### src/design/sjpg_pkg.sv
`timescale 1ns / 1ps
`default_nettype none
// ----------------------------------------------------------------------------
// sjpg_pkg
// shared types, codes and constants of the stepper jog pulse generator
// ----------------------------------------------------------------------------
package sjpg_pkg;

  // fixed field widths
  localparam int CMD_W      = 4;
  localparam int STEPS_W    = 16;   // step counter width
  localparam int POS_W      = 32;   // position width
  localparam int RATE_W     = 16;
  localparam int TICK8_W    = 8;
  localparam int EVENT_W    = 3;
  localparam int CFG_ADDR_W = 3;
  localparam int CFG_DATA_W = 16;
  localparam int S_DATA_W   = 24;
  localparam int S_USER_W   = 4;
  localparam int M_DATA_W   = 72;

  localparam int TICKS_PER_SECOND_DEF = 1000000;

  // commands
  localparam logic [CMD_W-1:0] CMD_TICK    = 4'd0;
  localparam logic [CMD_W-1:0] CMD_ENABLE  = 4'd1;
  localparam logic [CMD_W-1:0] CMD_DISABLE = 4'd2;
  localparam logic [CMD_W-1:0] CMD_CW      = 4'd3;
  localparam logic [CMD_W-1:0] CMD_CCW     = 4'd4;
  localparam logic [CMD_W-1:0] CMD_JOG     = 4'd5;
  localparam logic [CMD_W-1:0] CMD_FASTER  = 4'd6;
  localparam logic [CMD_W-1:0] CMD_SLOWER  = 4'd7;
  localparam logic [CMD_W-1:0] CMD_ABORT   = 4'd8;

  // events
  localparam logic [EVENT_W-1:0] EV_NONE         = 3'd0;
  localparam logic [EVENT_W-1:0] EV_REF_DISABLED = 3'd1;
  localparam logic [EVENT_W-1:0] EV_REF_ENDSTOP  = 3'd2;
  localparam logic [EVENT_W-1:0] EV_ENDSTOP_STOP = 3'd3;
  localparam logic [EVENT_W-1:0] EV_ABORTED      = 3'd4;
  localparam logic [EVENT_W-1:0] EV_DONE         = 3'd5;
  localparam logic [EVENT_W-1:0] EV_IGNORED_BUSY = 3'd6;
  localparam logic [EVENT_W-1:0] EV_NO_ABORT     = 3'd7;

  // register indexes
  localparam logic [CFG_ADDR_W-1:0] REG_PULSE_LOW    = 3'd0;
  localparam logic [CFG_ADDR_W-1:0] REG_PULSE_HI_MIN = 3'd1;
  localparam logic [CFG_ADDR_W-1:0] REG_DIR_SETTLE   = 3'd2;
  localparam logic [CFG_ADDR_W-1:0] REG_RATE_MIN     = 3'd3;
  localparam logic [CFG_ADDR_W-1:0] REG_RATE_MAX     = 3'd4;

  // reset values
  localparam logic [TICK8_W-1:0] PULSE_LOW_RST    = 8'd5;
  localparam logic [TICK8_W-1:0] PULSE_HI_MIN_RST = 8'd5;
  localparam logic [TICK8_W-1:0] DIR_SETTLE_RST   = 8'd10;
  localparam logic [RATE_W-1:0]  RATE_MIN_RST     = 16'd125;
  localparam logic [RATE_W-1:0]  RATE_MAX_RST     = 16'd20000;
  localparam logic [RATE_W-1:0]  STEP_RATE_RST    = 16'd1000;

  // controller to datapath
  typedef struct packed {
    logic load;       // latch the accepted word
    logic div_start;  // start the period divide
    logic apply;      // execute the item and load the result register
  } sjpg_cmd_t;

  // datapath to controller
  typedef struct packed {
    logic need_div;   // latched item is a jog that will move
    logic div_done;   // period quotient ready
    logic out_free;   // result register can take a word this cycle
  } sjpg_stat_t;

endpackage : sjpg_pkg
`default_nettype wire

### src/design/sjpg_div.sv
`timescale 1ns / 1ps
`default_nettype none
// ----------------------------------------------------------------------------
// sjpg_div
// restoring divider, one quotient bit per cycle
// ----------------------------------------------------------------------------
module sjpg_div #(
  parameter int DIVIDEND_W = 20,
  parameter int DIVISOR_W  = 16
) (
  input  wire logic                  clk,
  input  wire logic                  rst,
  input  wire logic                  start,
  input  wire logic [DIVIDEND_W-1:0] dividend,
  input  wire logic [DIVISOR_W-1:0]  divisor,
  output logic                       done,
  output logic [DIVIDEND_W-1:0]      quotient
);

  localparam int CNT_W = $clog2(DIVIDEND_W + 1);

  logic                 busy;
  logic [CNT_W-1:0]     cnt;
  logic [DIVISOR_W-1:0] rem;
  logic [DIVISOR_W-1:0] dvs;
  logic [DIVISOR_W:0]   shifted;
  logic                 fits;

  assign shifted = {rem, quotient[DIVIDEND_W-1]};
  assign fits    = shifted >= {1'b0, dvs};

  always_ff @(posedge clk) begin
    if (rst) begin
      busy <= 1'b0;
      done <= 1'b0;
      cnt  <= '0;
    end else begin
      done <= 1'b0;
      if (start) begin
        busy <= 1'b1;
        cnt  <= CNT_W'(DIVIDEND_W);
      end else if (busy) begin
        cnt <= cnt - 1'b1;
        if (cnt == CNT_W'(1)) begin
          busy <= 1'b0;
          done <= 1'b1;
        end
      end
    end
  end

  always_ff @(posedge clk) begin
    if (start) begin
      rem      <= '0;
      dvs      <= divisor;
      quotient <= dividend;
    end else if (busy) begin
      // remainder stays below the divisor, so it fits the low bits
      rem      <= fits ? DIVISOR_W'(shifted - {1'b0, dvs}) : shifted[DIVISOR_W-1:0];
      quotient <= {quotient[DIVIDEND_W-2:0], fits};
    end
  end

endmodule : sjpg_div
`default_nettype wire

### src/design/sjpg_ctrl.sv
`timescale 1ns / 1ps
`default_nettype none
// ----------------------------------------------------------------------------
// sjpg_ctrl
// sequencing state machine: accept, check, divide, execute
// ----------------------------------------------------------------------------
module sjpg_ctrl
  import sjpg_pkg::*;
(
  input  wire logic       clk,
  input  wire logic       rst,
  input  wire logic       s_tvalid,
  output logic            s_tready,
  input  wire sjpg_stat_t stat,
  output sjpg_cmd_t       cmd
);

  localparam logic [1:0] ST_IDLE  = 2'd0;
  localparam logic [1:0] ST_CHECK = 2'd1;
  localparam logic [1:0] ST_DIV   = 2'd2;
  localparam logic [1:0] ST_EXEC  = 2'd3;

  logic [1:0] state;
  logic [1:0] state_next;

  always_comb begin
    state_next    = state;
    s_tready      = 1'b0;
    cmd.load      = 1'b0;
    cmd.div_start = 1'b0;
    cmd.apply     = 1'b0;
    case (state)
      ST_IDLE: begin
        s_tready = 1'b1;
        if (s_tvalid) begin
          cmd.load   = 1'b1;
          state_next = ST_CHECK;
        end
      end
      ST_CHECK: begin
        if (stat.need_div) begin
          cmd.div_start = 1'b1;
          state_next    = ST_DIV;
        end else begin
          state_next = ST_EXEC;
        end
      end
      ST_DIV: begin
        if (stat.div_done) state_next = ST_EXEC;
      end
      ST_EXEC: begin
        if (stat.out_free) begin
          cmd.apply  = 1'b1;
          state_next = ST_IDLE;
        end
      end
      default: state_next = ST_IDLE;
    endcase
  end

  always_ff @(posedge clk) begin
    if (rst) state <= ST_IDLE;
    else     state <= state_next;
  end

endmodule : sjpg_ctrl
`default_nettype wire

### src/design/sjpg_dp.sv
`timescale 1ns / 1ps
`default_nettype none
// ----------------------------------------------------------------------------
// sjpg_dp
// datapath: configuration, motion state, period divider and result register
// ----------------------------------------------------------------------------
module sjpg_dp
  import sjpg_pkg::*;
#(
  parameter int TICKS_PER_SECOND = TICKS_PER_SECOND_DEF
) (
  input  wire logic                  clk,
  input  wire logic                  rst,
  input  wire logic                  cfg_we,
  input  wire logic [CFG_ADDR_W-1:0] cfg_addr,
  input  wire logic [CFG_DATA_W-1:0] cfg_wdata,
  input  wire logic [S_DATA_W-1:0]   s_tdata,
  input  wire logic [S_USER_W-1:0]   s_tuser,
  output logic                       m_tvalid,
  input  wire logic                  m_tready,
  output logic [M_DATA_W-1:0]        m_tdata,
  input  wire sjpg_cmd_t             cmd,
  output sjpg_stat_t                 stat
);

  localparam int TPS_W = $clog2(TICKS_PER_SECOND + 1);
  localparam int HW    = (TPS_W > 17) ? TPS_W : 17;

  // configuration
  logic [TICK8_W-1:0] pulse_low;
  logic [TICK8_W-1:0] pulse_hi_min;
  logic [TICK8_W-1:0] dir_settle;
  logic [RATE_W-1:0]  rate_min;
  logic [RATE_W-1:0]  rate_max;

  // latched item
  logic [CMD_W-1:0]   item_cmd;
  logic [STEPS_W-1:0] item_steps;
  logic               item_endstop;

  // motion state
  logic               driver_on, clockwise, moving, in_low, abort_pend;
  logic [POS_W-1:0]   position;
  logic [RATE_W-1:0]  step_rate;
  logic [STEPS_W-1:0] target_steps, done_steps;
  logic [15:0]        phase_cnt, high_len;
  logic [TICK8_W-1:0] settle_cnt;

  logic               driver_on_next, clockwise_next, moving_next, in_low_next;
  logic               abort_pend_next;
  logic [POS_W-1:0]   position_next;
  logic [RATE_W-1:0]  step_rate_next;
  logic [STEPS_W-1:0] target_steps_next, done_steps_next;
  logic [15:0]        phase_cnt_next, high_len_next;
  logic [TICK8_W-1:0] settle_cnt_next;
  logic               lvl;
  logic [EVENT_W-1:0] ev;

  logic               busy;
  logic [RATE_W-1:0]  divisor;
  logic [TPS_W-1:0]   period;
  logic               div_done;
  logic [HW-1:0]      period_x, low_x, sum_x, high_x;
  logic [15:0]        high_calc;
  logic [RATE_W:0]    rate_dbl;
  logic [RATE_W-1:0]  rate_half;

  assign busy = moving || (settle_cnt != '0);

  // period divider, a rate of zero counts as one hertz
  assign divisor = (step_rate == '0) ? RATE_W'(1) : step_rate;

  sjpg_div #(
    .DIVIDEND_W (TPS_W),
    .DIVISOR_W  (RATE_W)
  ) u_div (
    .clk      (clk),
    .rst      (rst),
    .start    (cmd.div_start),
    .dividend (TPS_W'(TICKS_PER_SECOND)),
    .divisor  (divisor),
    .done     (div_done),
    .quotient (period)
  );

  // high phase: period minus low, at least the minimum, saturated to 16 bits
  always_comb begin
    period_x = HW'(period);
    low_x    = HW'(pulse_low);
    sum_x    = HW'(pulse_low) + HW'(pulse_hi_min);
    if (period_x > sum_x) high_x = period_x - low_x;
    else                  high_x = HW'(pulse_hi_min);
    high_calc = (high_x > HW'(16'hFFFF)) ? 16'hFFFF : high_x[15:0];
  end

  assign rate_dbl  = {step_rate, 1'b0};
  assign rate_half = step_rate >> 1;

  assign stat.need_div = (item_cmd == CMD_JOG) && !busy && driver_on && !item_endstop
                         && (item_steps != '0);
  assign stat.div_done = div_done;
  assign stat.out_free = !m_tvalid || m_tready;

  // item execution
  always_comb begin
    logic               fin;
    logic [EVENT_W-1:0] fin_ev;
    logic               low_e;
    logic [15:0]        pc_e;
    logic [15:0]        pc_dec;

    driver_on_next    = driver_on;
    clockwise_next    = clockwise;
    moving_next       = moving;
    in_low_next       = in_low;
    abort_pend_next   = abort_pend;
    position_next     = position;
    step_rate_next    = step_rate;
    target_steps_next = target_steps;
    done_steps_next   = done_steps;
    phase_cnt_next    = phase_cnt;
    high_len_next     = high_len;
    settle_cnt_next   = settle_cnt;
    lvl               = 1'b1;
    ev                = EV_NONE;
    fin               = 1'b0;
    fin_ev            = EV_NONE;
    low_e             = in_low;
    pc_e              = phase_cnt;
    pc_dec            = '0;

    if (item_cmd == CMD_TICK) begin
      if (settle_cnt != '0) begin
        settle_cnt_next = settle_cnt - 1'b1;
      end else if (moving) begin
        // step boundary checks
        if (!in_low && phase_cnt == '0) begin
          if (done_steps >= target_steps) begin
            fin = 1'b1; fin_ev = EV_DONE;
          end else if (item_endstop) begin
            fin = 1'b1; fin_ev = EV_ENDSTOP_STOP;
          end else if (abort_pend) begin
            fin = 1'b1; fin_ev = EV_ABORTED;
          end else begin
            low_e = 1'b1;
            pc_e  = (pulse_low == '0) ? 16'd1 : 16'(pulse_low);
          end
        end
        if (fin) begin
          ev              = fin_ev;
          position_next   = clockwise ? position + POS_W'(done_steps)
                                      : position - POS_W'(done_steps);
          moving_next     = 1'b0;
          in_low_next     = 1'b0;
          phase_cnt_next  = '0;
          abort_pend_next = 1'b0;
        end else begin
          lvl    = !low_e;
          pc_dec = pc_e - 1'b1;
          in_low_next    = low_e;
          phase_cnt_next = pc_dec;
          if (pc_dec == '0) begin
            if (low_e) begin
              in_low_next    = 1'b0;
              phase_cnt_next = (high_len == '0) ? 16'd1 : high_len;
            end else begin
              done_steps_next = done_steps + 1'b1;
            end
          end
        end
      end
    end else if (item_cmd == CMD_ABORT) begin
      if (moving) abort_pend_next = 1'b1;
      else        ev = EV_NO_ABORT;
    end else if (item_cmd inside {[CMD_ENABLE:CMD_SLOWER]} && busy) begin
      ev = EV_IGNORED_BUSY;
    end else begin
      case (item_cmd)
        CMD_ENABLE:  driver_on_next = 1'b1;
        CMD_DISABLE: driver_on_next = 1'b0;
        CMD_CW: begin
          clockwise_next  = 1'b1;
          settle_cnt_next = dir_settle;
        end
        CMD_CCW: begin
          clockwise_next  = 1'b0;
          settle_cnt_next = dir_settle;
        end
        CMD_JOG: begin
          if (!driver_on) begin
            ev = EV_REF_DISABLED;
          end else if (item_endstop) begin
            ev = EV_REF_ENDSTOP;
          end else begin
            target_steps_next = item_steps;
            done_steps_next   = '0;
            in_low_next       = 1'b0;
            phase_cnt_next    = '0;
            abort_pend_next   = 1'b0;
            if (item_steps == '0) begin
              // nothing to move, done at once
              ev = EV_DONE;
            end else begin
              high_len_next = high_calc;
              moving_next   = 1'b1;
            end
          end
        end
        CMD_FASTER: begin
          step_rate_next = (rate_dbl < {1'b0, rate_max}) ? rate_dbl[RATE_W-1:0] : rate_max;
        end
        CMD_SLOWER: begin
          step_rate_next = (rate_half > rate_min) ? rate_half : rate_min;
        end
        default: ;
      endcase
    end
  end

  // configuration registers
  always_ff @(posedge clk) begin
    if (rst) begin
      pulse_low    <= PULSE_LOW_RST;
      pulse_hi_min <= PULSE_HI_MIN_RST;
      dir_settle   <= DIR_SETTLE_RST;
      rate_min     <= RATE_MIN_RST;
      rate_max     <= RATE_MAX_RST;
    end else if (cfg_we) begin
      case (cfg_addr)
        REG_PULSE_LOW:    pulse_low    <= cfg_wdata[TICK8_W-1:0];
        REG_PULSE_HI_MIN: pulse_hi_min <= cfg_wdata[TICK8_W-1:0];
        REG_DIR_SETTLE:   dir_settle   <= cfg_wdata[TICK8_W-1:0];
        REG_RATE_MIN:     rate_min     <= cfg_wdata;
        REG_RATE_MAX:     rate_max     <= cfg_wdata;
        default: ;
      endcase
    end
  end

  // latched item
  always_ff @(posedge clk) begin
    if (cmd.load) begin
      item_cmd     <= s_tuser;
      item_steps   <= s_tdata[STEPS_W-1:0];
      item_endstop <= s_tdata[STEPS_W];
    end
  end

  // motion state
  always_ff @(posedge clk) begin
    if (rst) begin
      driver_on    <= 1'b0;
      clockwise    <= 1'b1;
      moving       <= 1'b0;
      in_low       <= 1'b0;
      abort_pend   <= 1'b0;
      position     <= '0;
      step_rate    <= STEP_RATE_RST;
      target_steps <= '0;
      done_steps   <= '0;
      phase_cnt    <= '0;
      high_len     <= '0;
      settle_cnt   <= '0;
    end else if (cmd.apply) begin
      driver_on    <= driver_on_next;
      clockwise    <= clockwise_next;
      moving       <= moving_next;
      in_low       <= in_low_next;
      abort_pend   <= abort_pend_next;
      position     <= position_next;
      step_rate    <= step_rate_next;
      target_steps <= target_steps_next;
      done_steps   <= done_steps_next;
      phase_cnt    <= phase_cnt_next;
      high_len     <= high_len_next;
      settle_cnt   <= settle_cnt_next;
    end
  end

  // result register
  always_ff @(posedge clk) begin
    if (rst) begin
      m_tvalid <= 1'b0;
    end else if (cmd.apply) begin
      m_tvalid <= 1'b1;
    end else if (m_tready) begin
      m_tvalid <= 1'b0;
    end
  end

  always_ff @(posedge clk) begin
    if (cmd.apply) begin
      m_tdata <= {1'b0, step_rate_next, position_next, done_steps_next, ev,
                  moving_next || (settle_cnt_next != '0),
                  !driver_on_next, !clockwise_next, lvl};
    end
  end

endmodule : sjpg_dp
`default_nettype wire

### src/design/stepper_jog_pulse_generator.sv
`timescale 1ns / 1ps
`default_nettype none
// ----------------------------------------------------------------------------
// stepper_jog_pulse_generator
// step/dir/enable pulse generator with active-low outputs, driven by ticks
// ----------------------------------------------------------------------------
// Each input word is a one-microsecond tick or a command (enable, disable,
// cw, ccw, jog, faster, slower, abort), and each one yields exactly one
// result word with the pin levels, busy flag, event code, step count,
// position and current rate. Words are taken one at a time: a tick or a
// command other than a moving jog passes through the check and execute
// states before its result is loaded; a jog that starts a move also waits
// on the bit-serial divide of TPS_W = clog2(TICKS_PER_SECOND+1) quotient
// bits that turns the rate into a step period. A stalled result register
// adds its stall time. The next word is accepted as soon as the previous
// result has been loaded, even while that result still waits on m_tready.
// Configuration registers are written through cfg_we/cfg_addr/cfg_wdata
// and should only change while no word is in flight.
// ----------------------------------------------------------------------------
module stepper_jog_pulse_generator
  import sjpg_pkg::*;
#(
  parameter int TICKS_PER_SECOND = TICKS_PER_SECOND_DEF   // tick rate, 1e3 to 1e6
) (
  input  wire logic                  clk,
  input  wire logic                  rst,
  // configuration write port
  input  wire logic                  cfg_we,
  input  wire logic [CFG_ADDR_W-1:0] cfg_addr,    // register index
  input  wire logic [CFG_DATA_W-1:0] cfg_wdata,
  // input words
  input  wire logic                  s_tvalid,
  output logic                       s_tready,
  input  wire logic [S_DATA_W-1:0]   s_tdata,     // jog_steps[15:0], endstop_level[16]
  input  wire logic [S_USER_W-1:0]   s_tuser,     // cmd[3:0]
  // result words
  output logic                       m_tvalid,
  input  wire logic                  m_tready,
  output logic [M_DATA_W-1:0]        m_tdata      // step_pin[0], dir_pin[1],
                                                  // enable_pin[2], busy_res[3],
                                                  // event_res[6:4],
                                                  // steps_taken[22:7],
                                                  // position[54:23],
                                                  // rate_hz[70:55]
);

  sjpg_cmd_t  ctrl_cmd;   // sequencing commands to the datapath
  sjpg_stat_t dp_stat;    // datapath status back to the sequencer

  // sequencer: accept, check for a moving jog, wait on divide, execute
  sjpg_ctrl u_ctrl (
    .clk      (clk),
    .rst      (rst),
    .s_tvalid (s_tvalid),
    .s_tready (s_tready),
    .stat     (dp_stat),
    .cmd      (ctrl_cmd)
  );

  // datapath: registers, motion state, divider and result register
  sjpg_dp #(
    .TICKS_PER_SECOND (TICKS_PER_SECOND)
  ) u_dp (
    .clk       (clk),
    .rst       (rst),
    .cfg_we    (cfg_we),
    .cfg_addr  (cfg_addr),
    .cfg_wdata (cfg_wdata),
    .s_tdata   (s_tdata),
    .s_tuser   (s_tuser),
    .m_tvalid  (m_tvalid),
    .m_tready  (m_tready),
    .m_tdata   (m_tdata),
    .cmd       (ctrl_cmd),
    .stat      (dp_stat)
  );

endmodule : stepper_jog_pulse_generator
`default_nettype wire

### config.mk
export PLATFORM = sky130hd
export DESIGN_NAME = stepper_jog_pulse_generator
export DESIGN_NICKNAME = d
export VERILOG_FILES = /design/src/design/sjpg_pkg.sv /design/src/design/sjpg_div.sv /design/src/design/sjpg_ctrl.sv /design/src/design/sjpg_dp.sv /design/src/design/stepper_jog_pulse_generator.sv
export SDC_FILE = /design/constraint.sdc
export NUM_CORES = 1
export LEC_CHECK = 0
export ABC_AREA = 1
export BUFFER_PORTS_ARGS = -buffer_cell sky130_fd_sc_hd__buf_4
export CAP_MARGIN = 10
export CELL_PAD_IN_SITES_DETAIL_PLACEMENT = 1
export CELL_PAD_IN_SITES_GLOBAL_PLACEMENT = 2
export CORE_ASPECT_RATIO = 1.5
export CORE_MARGIN = 1
export CORE_UTILIZATION = 37
export CTS_BUF_LIST = sky130_fd_sc_hd__clkbuf_8
export DETAILED_ROUTE_END_ITERATION = 6
export PLACE_DENSITY_LB_ADDON = 0.25
export SYNTH_ARGS = -nofsm -noshare
export SYNTH_HDL_FRONTEND = slang
export SYNTH_SLANG_ARGS = --single-unit
### constraint.sdc
create_clock -name clk -period 5.5 [get_ports clk]
set_input_delay 0.55 -clock clk [delete_from_list [all_inputs] [get_ports clk]]
set_output_delay 0.55 -clock clk [all_outputs]
set_load 0.02 [all_outputs]
# After elaboration in Yosys (flattened, before gate mapping)
# Cells that the tools add are included.
classes:
  n_addsub: 9
  n_reduce_logical: 49
  bitwise_logic: 7
  n_eq_ne: 28
  n_lt_le_gt_ge: 8
  mux: 133
ops:
  columns: ["operator", "count"]
  rows:
  - ["$mux W16", 37]
  - ["$mux W32", 5]
  - ["$logic_not A16 Y1", 5]
  - ["$mux W1", 60]
  - ["$mux W8", 6]
  - ["$mux W3", 15]
  - ["$add A32 B16 Y32", 1]
  - ["$pmux W16 S2", 1]
  - ["$sub A32 B16 Y32", 1]
  - ["$gt A20 B16 Y1 const B", 1]
  - ["$gt A20 B20 Y1", 1]
  - ["$mux W20", 1]
  - ["$sub A20 B8 Y20", 1]
  - ["$ge A17 B16 Y1", 1]
  - ["$lt A17 B16 Y1", 1]
  - ["$add A16 B1 Y16 const B", 1]
  - ["$eq A4 B3 Y1 const B", 4]
  - ["$ge A16 B16 Y1", 1]
  - ["$gt A15 B16 Y1", 1]
  - ["$reduce_and A8 Y1", 2]
  - ["$reduce_bool A16 Y1", 1]
  - ["$reduce_bool A8 Y1", 2]
  - ["$sub A16 B1 Y16 const B", 1]
  - ["$sub A16 B16 Y16", 1]
  - ["other kinds (39)", 83]
totals:
  wordCells: 265
  regBits: 335
  out_inout_bits: 74
  inputBits: 52

# Logic depth before layout (Yosys ltp)
# Gate-level depths: netlist of run 1.
depth:
  depth_word: 16
  mapped_depth: 32

# Hierarchy
# A second synthesis of run 1 with hierarchy kept.
hier_totals:
  cells_unflattened: 2835
  area_unflattened_um2: 20757.4
by_module_without_submodules:
  columns: ["module", "n_inst", "cells_each", "seq_area_each_um2", "area_per_inst_um2"]
  rows:
  - ["sjpg_dp", 1, 2334, 6406.1, 17040.1]
  - ["sjpg_div", 1, 466, 1541.5, 3489.6]
  - ["sjpg_ctrl", 1, 35, 40.0, 227.7]

# Worst setup path after synthesis of run 1
# OpenSTA, ideal clock, no wires.
synth_path:
  path_type: "reg2reg"
  start: "register u_dp.done_steps[0]"
  end: "register u_dp.position[28]"
  period_less_slack_ns: 4.164
  setup_time_ns: 0.115
  t_arrival_ns: 4.048
  path_stages_with_launch: 29
  path_buffers: 1
  path_slack_ns: 1.336
  path_cell_list: "dfxtp_1 inv_1 nand3_1 nor3_1 inv_1 nor3_1 nand2_1 nor3_1 and3_1 and3_1 clkbuf_1 ha_1 nand2_1 o21ai_0 ha_1 nand3_1 o221ai_1 a21oi_1 o21ai_0 nand2_1 nand2_1 nand2_1 a21boi_0 a21oi_1 xor2_1 nand2_1 o21ai_0 o21ai_0 inv_1"
synth_between:
  elab_chain_len: 10
synth_lines:
  columns: ["item", "line_no", "text"]
  rows:
  - ["start, declared", "sjpg_dp.sv:45", "logic [STEPS_W-1:0] target_steps, done_steps;"]
  - ["start signal, assigned", "sjpg_dp.sv:273", "done_steps <= done_steps_next;"]
  - ["$ge A16 B16 Y1", "sjpg_dp.sv:138", "if (done_steps >= target_steps) begin"]
  - ["$mux W1", "sjpg_dp.sv:138", null]
  - ["$mux W1", "sjpg_dp.sv:137", "if (!in_low && phase_cnt == '0) begin"]
  - ["$mux W1", "sjpg_dp.sv:135", "end else if (moving) begin"]
  - ["$mux W1", "sjpg_dp.sv:133", "if (settle_cnt != '0) begin"]
  - ["$mux W1", "sjpg_dp.sv:132", "if (item_cmd == CMD_TICK) begin"]
  - ["$mux W32 (*)", "sjpg_dp.sv:149", "if (fin) begin"]
  - ["$mux W32 (*)", "sjpg_dp.sv:135", null]
  - ["$mux W32 (*)", "sjpg_dp.sv:133", null]
  - ["$mux W32 (*)", "sjpg_dp.sv:132", null]
  - ["net u_dp.position_next[28]", "sjpg_dp.sv:51", "logic [POS_W-1:0] position_next;"]
  - ["end signal, assigned", "sjpg_dp.sv:270", "position <= position_next;"]
  - ["end, declared", "sjpg_dp.sv:43", "logic [POS_W-1:0] position;"]
# Mark *: on every way through the listed nets, which the timed path passes. The rest lies on a longest branch. The select of a mux whose other input is x is not followed.
# A chain may end at the register's enable or synchronous reset.

# Worst setup path in the final report of run 1
layout_path:
  start: "register u_dp.done_steps[0]"
  end: "register u_dp.m_tdata[50] (data pin)"
layout_between:
  elab_chain_len: 10
layout_lines:
  columns: ["item", "line_no", "text"]
  rows:
  - ["$ge A16 B16 Y1", "sjpg_dp.sv:138", null]
  - ["$mux W1", "sjpg_dp.sv:138", null]
  - ["$mux W1", "sjpg_dp.sv:137", null]
  - ["$mux W1", "sjpg_dp.sv:135", null]
  - ["$mux W1", "sjpg_dp.sv:133", null]
  - ["$mux W1", "sjpg_dp.sv:132", null]
  - ["$mux W32 (*)", "sjpg_dp.sv:149", null]
  - ["$mux W32 (*)", "sjpg_dp.sv:135", null]
  - ["$mux W32 (*)", "sjpg_dp.sv:133", null]
  - ["$mux W32 (*)", "sjpg_dp.sv:132", null]
  - ["net u_dp.position_next[27]", "sjpg_dp.sv:51", null]
  - ["end signal, assigned", "sjpg_dp.sv:293", "m_tdata <= {1'b0, step_rate_next, position_next, done_steps_next, ev,"]
  - ["end, declared", "sjpg_dp.sv:21", "output logic [M_DATA_W-1:0] m_tdata,"]
# Marks and branches as above.

==> results.md, run 1 <==
- Mean Syn Cell Area: 7.49 um2
- Post-synth top flop: dfxtp_1
- Reg-to-reg endpoint: u_dp.m_tdata[50]$_DFFE_PP_
- Leakage: 0.0102 uW
- CP max stage cell: a21boi_0
- Area Growth Syn to Fin: 13.5%
- Area share of the largest cell type after synthesis: 0.229
- Setup violators final: 0
- Number of port buffers: 117
- Reg power frac: 0.323
- # DRC: 0
- Vias post-DR: 18400
- Most used cell, CP: inv_1
- Inst Count DP: 3359
- CP cell instances: inv_1 -> ha_1 -> nand3_1 -> nor3_1 -> inv_1 -> nor3_1 -> nand3_1 -> o31ai_1 -> xor2_1 -> ha_1 -> a21oi_1 -> inv_1 -> a31oi_1 -> a21boi_0 -> inv_1 -> nand2_1 -> nand2_1 -> a21boi_0 -> o21ai_0 -> xor2_1 -> nand2_1 -> o21a_1 -> inv_1
- Hold Startpoint: s_tdata[5]
- TritonCTS Buffers: 57
- Worst-path clk slew: 0.07 ns
- Largest net degree at the start of global routing: 78
- Synthesized Nets: 2836
- Hold Crit Endpoint: u_dp.item_steps[5]$_DFFE_PP_
- Layout Utilization: 0.426
- CTS Buffer Depth: 3
- Initial core utilization: 0.376
- Layout Skew: 0.0298 ns
- Final hold slack: 0.0512 ns
- Max-slew headroom: 0.164
- Post-Syn Instances: 2650
- Worst skew pair latency: 0.67 ns
- RR Startpoint: u_dp.done_steps[0]$_SDFFE_PP0P_
- Max-slew violation count: 0
- Crit path largest cell delay: 0.44 ns
- Sw Share: 0.438
- Setup slack, reg-to-reg: 0.64 ns
- CP Capture Type: register
- H-tree depth: 2
- Arrival time worst endpoint: 5.29 ns
- Worst-Margin Slew: 1.25 ns
- Crit path kind: reg2reg
- Period minus WS final: 4.86 ns
- Yosys cell types: 59
- Die area: 54600 um2
- ANT nets after route: 0
- GR Overflow Total: 0
- Initial antenna violation count: 1
- Layout cells sized above 1: 0.0975
- Number of flops mapped to enable cells by yosys: 108
- Synth warn: 0
- RSZ-0062 raised after global routing: no
- Clock Sinks: 335
- Yosys reg bits: 335
- Top cells by count, synth: nand2_1 (410), inv_1 (396), a21oi_1 (306)
- GPL Wtd Cong: 0.895
- Vias per inst: 5.29
- Final cell count without fillers: 3473
- Area of the mapped netlist: 19900 um2
- Final Hold Vio Count: 0
- Total Neg Setup Slack: 0 ns
- Status: complete, no violations
- Die Ht: 286 um
- Vias in the first global route: 19200
- Synth top area cells: dfxtp_1 (23%), edfxtp_1 (16%), ha_1 (8.2%)
- First drt pass iteration count: 4
- Overall Power: 9700 uW
- FP Rows: 103
- Core Box Area: 52800 um2
- WL final: 64400 um
- Power Internal: 5450 uW
- Worst vdd ir: 221 uV
- Reg2reg path depth: 23
- Seq/Total Area, Yosys: 0.392
- Nets: 2929
- Fmax: 206 MHz
- Final period util: 0.883
- FFs w/ async S/R, synth: 0
- Worst setup SP type: register
- Final HPWL DP: 48600 um
- DRT iter0 DRCs: 592
- Yosys top cell by area: dfxtp_1
- Max FO, Critical Path: 7
- Chip width: 191 um
- CP required: 5.93 ns
- Hold depth: 1
- Pwr dens: 431 nW/um2
- Clock power frac: 0.243
- Max-cap violations: 0
- CTS tree: done
- Comb power frac: 0.434
- Hold Path Class: in2reg
- GRT Total Usage: 0.236
- Root buffer cell: clkbuf_8
- Count leader, synth: nand2_1
- Global-route wire length before repair: 102000 um
- Switching pwr: 4250 uW
- Avg WL per Cell: 18.6 um
- I/O Pins: 126
-- kinds of logic (layout without fill, tap and decap cells) --
family                   after synthesis  after routing  synth area share
buffers and inverters                516            656            0.0996
adder cells (fa/ha/maj)              134            134            0.0860
XOR/XNOR                              62             62            0.0273
other                                  1              2          0.000189
AO/OA/AOI/OAI                        739            739             0.204
AND/OR/NAND/NOR                      863            863             0.191
flip-flops                           335            335             0.392
-- power by group through the flow --
stage          registers, uW  clock network, uW  logic (uW)
3_3_place_gp            3180                  0        4090
3_5_place_dp            3190                  0        4210
2_1_floorplan           3180                  0        2980
6_report                3140               2360        4210
4_1_cts                 3140               2450        4240
5_1_grt                 3170               2540        4720
-- flip-flops by register name, summed over array words and instances, names as in the netlist, 16 cells and up --
register and count:
u_dp.phase_cnt 16, u_dp.item_steps 16, u_dp.u_div.dvs 16, u_dp.position 32
u_dp.done_steps 16, u_dp.u_div.rem 16, u_dp.rate_max 16, u_dp.m_tdata 71
u_dp.target_steps 16, u_dp.rate_min 16, u_dp.step_rate 16, u_dp.u_div.quotient 20
u_dp.high_len 16
-- critical path: cells and delay by family, from the launching register on --
kind | cells | cell delay, ns
AO/OA/AOI/OAI | 7 | 1.68
AND/OR/NAND/NOR | 7 | 0.93
adder cells (fa/ha/maj) | 2 | 0.58
XOR/XNOR | 2 | 0.55
buffers and inverters | 5 | 0.52
flip-flops | 1 | 0.35
-- cell type report --
cell class	instances	area, um2
Fill cell	6595	30300
Multi-Input combinational cell	1799	10100
Sequential cell	335	7790
Inverter	407	1530
Timing Repair Buffer	143	1090
Clock buffer	68	936
Tap cell	682	853
Clock inverter	38	233
Antenna cell	1	2.50
-- layout by cell type, fill, tap and decap left out, types with 5 or more instances in the layout --
master,count
o221ai_1,5
nand4_1,43
nor2_1,210
or2_2,7
nand2_2,5
o21ai_2,6
buf_4,136
clkbuf_8,68
clkinv_2,6
inv_1,422
nor3_1,42
ha_1,130
a31oi_1,23
dfxtp_1,227
o21ai_0,274
xor2_1,48
xnor2_1,14
nor2_4,5
nand2_1,409
o21ai_1,14
o21bai_1,10
edfxtp_1,108
o22ai_1,10
nand3_1,92
dlygate4sd3_1,7
o211ai_1,34
nor2_2,12
a21oi_1,306
nor4_1,20
inv_2,9
a21o_1,5
a211oi_1,14
o21a_1,16
-- layer usage --
layer | GRT usage | routed length, um
met5 | 0 | 0
met4 | 0.117 | 3160
met3 | 0.0328 | 1830
met2 | 0.437 | 33500
met1 | 0.260 | 26000
-- worst max path at each step --
stage	startpoint	endpoint	slack [ns]	depth (start not counted)
floorplan	u_dp.done_steps[0]$_SDFFE_PP0P_	u_dp.position[28]$_SDFFE_PP0P_	1.34	28
global placement	u_dp.done_steps[0]$_SDFFE_PP0P_	u_dp.position[28]$_SDFFE_PP0P_	0.47	27
detailed placement	u_dp.done_steps[0]$_SDFFE_PP0P_	u_dp.position[28]$_SDFFE_PP0P_	0.41	27
CTS	u_dp.done_steps[0]$_SDFFE_PP0P_	u_dp.position[28]$_SDFFE_PP0P_	0.36	27
global route	u_dp.done_steps[0]$_SDFFE_PP0P_	u_dp.position[28]$_SDFFE_PP0P_	0.02	27
finish	u_dp.done_steps[0]$_SDFFE_PP0P_	u_dp.m_tdata[50]$_DFFE_PP_	0.64	23
-- through the flow --
step	cell area [um2]	worst slack, ns
3_3_place_gp	21300	0.473
6_report	22500	0.642
2_1_floorplan	19900	1.34
5_1_grt	22500	0.0188
4_1_cts	22500	0.365
3_5_place_dp	21300	0.414
-- what timing repair did --
action	in CTS	in global routing
endpoints found under the hold margin	7	0
endpoints found under the setup margin	0	5
hold buffers	7	0
resized for setup	0	3
setup buffers	0	0
(Power assumes the default switching activity.)
==> inputs of run 2 (changes only) <==
- RECOVER_POWER: not set -> 100
==> results.md, run 2 (synthesis gave the netlist of run 1 again) <==
- Status: complete, but fails checks
- Failing checks: max-capacitance violations, max-slew violations
- Max-slew violation count: 173 (+173)
- Vias post-DR: 18400 (+0.17%)
- Final Hold Vio Count: 0 (unchanged)
- DR top layer: met4
- Final hold slack: 0.0753 ns (+0.0242 ns)
- Worst Setup EP: u_dp.m_tdata[7]$_DFFE_PP_
- FP Rows: 103 (unchanged)
- Chip width: 191 um (unchanged)
- RR Startpoint: u_dp.done_steps[12]$_SDFFE_PP0P_
- Setup slack, reg-to-reg: 0.45 ns (-0.19 ns)
- Max-cap violations: 4 (+4)
- Setup violators final: 0 (unchanged)
- Fmax: 198 MHz (-3.7%)
- Leakage: 0.00993 uW (-3.0%)
- Vias in the first global route: 19200 (unchanged)
- # DRC: 0 (unchanged)
- Overall Power: 9630 uW (-0.75%)
- Vias per inst: 5.30 (+0.17%)
- GR Overflow Total: 0 (unchanged)
- Reg2reg path depth: 19 (-17%)
- Arrival time worst endpoint: 5.44 ns (+0.15 ns)
- Crit path kind: reg2reg
- Setup bufs post-CTS: 0 (unchanged)
- Worst skew pair latency: 0.67 ns (about the same)
- H-tree depth: 2 (unchanged)
- Initial antenna violation count: 1 (unchanged)
- Commonest non-fill, non-tap cell in the layout: inv_1
- WL met1: 25900 um (-0.23%)
- CP required: 5.89 ns (-0.04 ns)
- Nets: 2929 (unchanged)
- Final HPWL DP: 48600 um (unchanged)
- DRT iter0 DRCs: 642 (+8.4%)
- Number of port buffers: 117 (unchanged)
- I/O Pins: 126 (unchanged)
- Most frequent cells in the layout: inv_1 (426), nand2_1 (409), a21oi_1 (307)
- Worst-Margin Slew: 4.22 ns (+2.97 ns)
- CTS tree: done
- Die area: 54600 um2 (unchanged)
- Layout Skew: 0.0289 ns (-0.000901 ns)
- WL final: 64400 um (-0.15%)
- Total Neg Setup Slack: 0 ns (unchanged)
- Worst setup SP type: register
- Pre-CTS WS: 0.414 ns (unchanged)
- Final WS setup: 0.454 ns (-0.187 ns)
- CP Capture Type: register
- Die Ht: 286 um (unchanged)
- Layout Utilization: 0.420 (-0.00646)
- Hold Path Class: in2reg
- Largest net degree at the start of global routing: 78 (unchanged)
- Largest register FFs: 71 (unchanged)
- Max FO, Critical Path: 12 (+5)
- RSZ-0062 raised after global routing: no
- Fillcell total: 6643 (+0.73%)
- Worst vdd ir: 214 uV (-3.2%)
- First drt pass iteration count: 4 (unchanged)
- Period minus WS final: 5.05 ns (+0.187 ns)
- Sequential cell area: 7790 um2 (unchanged)
- Met3 WL: 1890 um (+3.6%)
- Root buffer cell: clkbuf_8
- Area Growth Syn to Fin: 11.8%
- ANT nets after route: 0 (unchanged)
- TritonCTS Buffers: 57 (unchanged)
- Final period util: 0.917 (+0.0340)
- Worst-path clk slew: 0.06 ns (about the same)
- Core Box Area: 52800 um2 (unchanged)
- Largest Register: u_dp.m_tdata
- WL met2: 33500 um (about the same)
- Initial core utilization: 0.376 (unchanged)
- Pwr dens: 434 nW/um2 (+0.78%)
- Avg WL per Cell: 18.5 um (-0.15%)
- Worst setup startpoint: u_dp.done_steps[12]$_SDFFE_PP0P_
- CTS Buffer Depth: 3 (unchanged)
- Max-slew headroom: -1.81 (-1.98)
- Largest regs: u_dp.m_tdata: 71 flops, u_dp.position: 32 flops, u_dp.u_div.quotient: 20 flops
- GRT Total Usage: 0.236 (unchanged)
- Global-route wire length before repair: 102000 um (unchanged)
- GPL Wtd Cong: 0.895 (unchanged)
- Area occupied by multi-input gates: 10100 um2 (-0.27%)
- Clock Sinks: 335 (unchanged)
- Reg-to-reg endpoint: u_dp.m_tdata[7]$_DFFE_PP_
- Layout cells sized above 1: 0.0642 (-0.0333)
[run 2: cell count changes in the layout (fill, tap and decap cells not counted), moves of 2 or more]
cell / change
clkbuf_4: +17
buf_4: -101
clkbuf_1: +82
o21ai_1: -9
clkbuf_2: +2
inv_2: -4
inv_1: +4
o21ai_0: +13
o21ai_2: -4
[run 2: worst min-delay path by stage]
| stage | start | to | slack, ns | depth (start not counted) |
|---|---|---|---|---|
| 2_1_floorplan | u_dp.dir_settle[1]$_SDFFE_PP1P_ | u_dp.dir_settle[1]$_SDFFE_PP1P_ | 0.42 | 2 |
| 3_3_place_gp | u_dp.phase_cnt[3]$_SDFFE_PP0P_ | u_dp.phase_cnt[3]$_SDFFE_PP0P_ | 0.46 | 2 |
| 3_5_place_dp | u_dp.target_steps[15]$_SDFFE_PP0P_ | u_dp.target_steps[15]$_SDFFE_PP0P_ | 0.46 | 2 |
| 4_1_cts | s_tdata[5] | u_dp.item_steps[5]$_DFFE_PP_ | 0.0001 | 1 |
| 5_1_grt | s_tdata[5] | u_dp.item_steps[5]$_DFFE_PP_ | 0.03 | 1 |
| 6_report | s_tdata[5] | u_dp.item_steps[5]$_DFFE_PP_ | 0.08 | 1 |
[run 2: power by group]
part	internal [uW]	leakage, uW	switching [uW]
clock network	1260	0.000706	1100
registers	2900	0.00284	236
logic	1240	0.00638	2900
total	5400	0.00993	4230
[run 2: through the flow]
step	std cells	instance area, um2
2_1_floorplan	2650	19900
3_3_place_gp	3359	21300
3_5_place_dp	3359	21300
4_1_cts	3472	22500
5_1_grt	3473	22200
6_report	3473	22200
[run 2: layer usage]
layer / track usage / up-vias
li1: - / 9097
met1: 0.260 / 8874
met2: 0.437 / 277
met3: 0.0328 / 143
met4: 0.117 / 0
met5: 0 / -
[run 2: final cells by class]
type,count,share of cell area
clock buffers,68,0.0422
well taps,682,0.0385
diodes,1,0.000113
flip-flops and latches,335,0.351
multi-input cells,1799,0.454
inverters,407,0.0690
clock inverters,38,0.0105
repair buffers,143,0.0351
[run 2: worst max-delay path: stages (launching register included)]
cell and delay [ns]:
dfxtp_1 0.55, ha_1 0.31, nand2_1 0.10, nor2_1 0.07, a21oi_1 0.55, nand4_1 0.60
nor2_1 0.26, nor2_1 0.10, ha_1 0.29, nand2_4 0.13, nand2_1 0.08, nor2_1 0.14
nand3_1 0.11, nor2_2 0.14, nand2_1 0.07, nor2_1 0.11, nand2_1 0.07, nor2_1 0.12
nand4_2 0.38, o21ai_0 0.60
[run 2: timing repair]
| item | in CTS | in global routing |
|---|---|---|
| endpoints found under the hold margin | 7 | 0 |
| resized for setup | 0 | 3 |
| hold buffers | 7 | 0 |
| endpoints found under the setup margin | 0 | 5 |
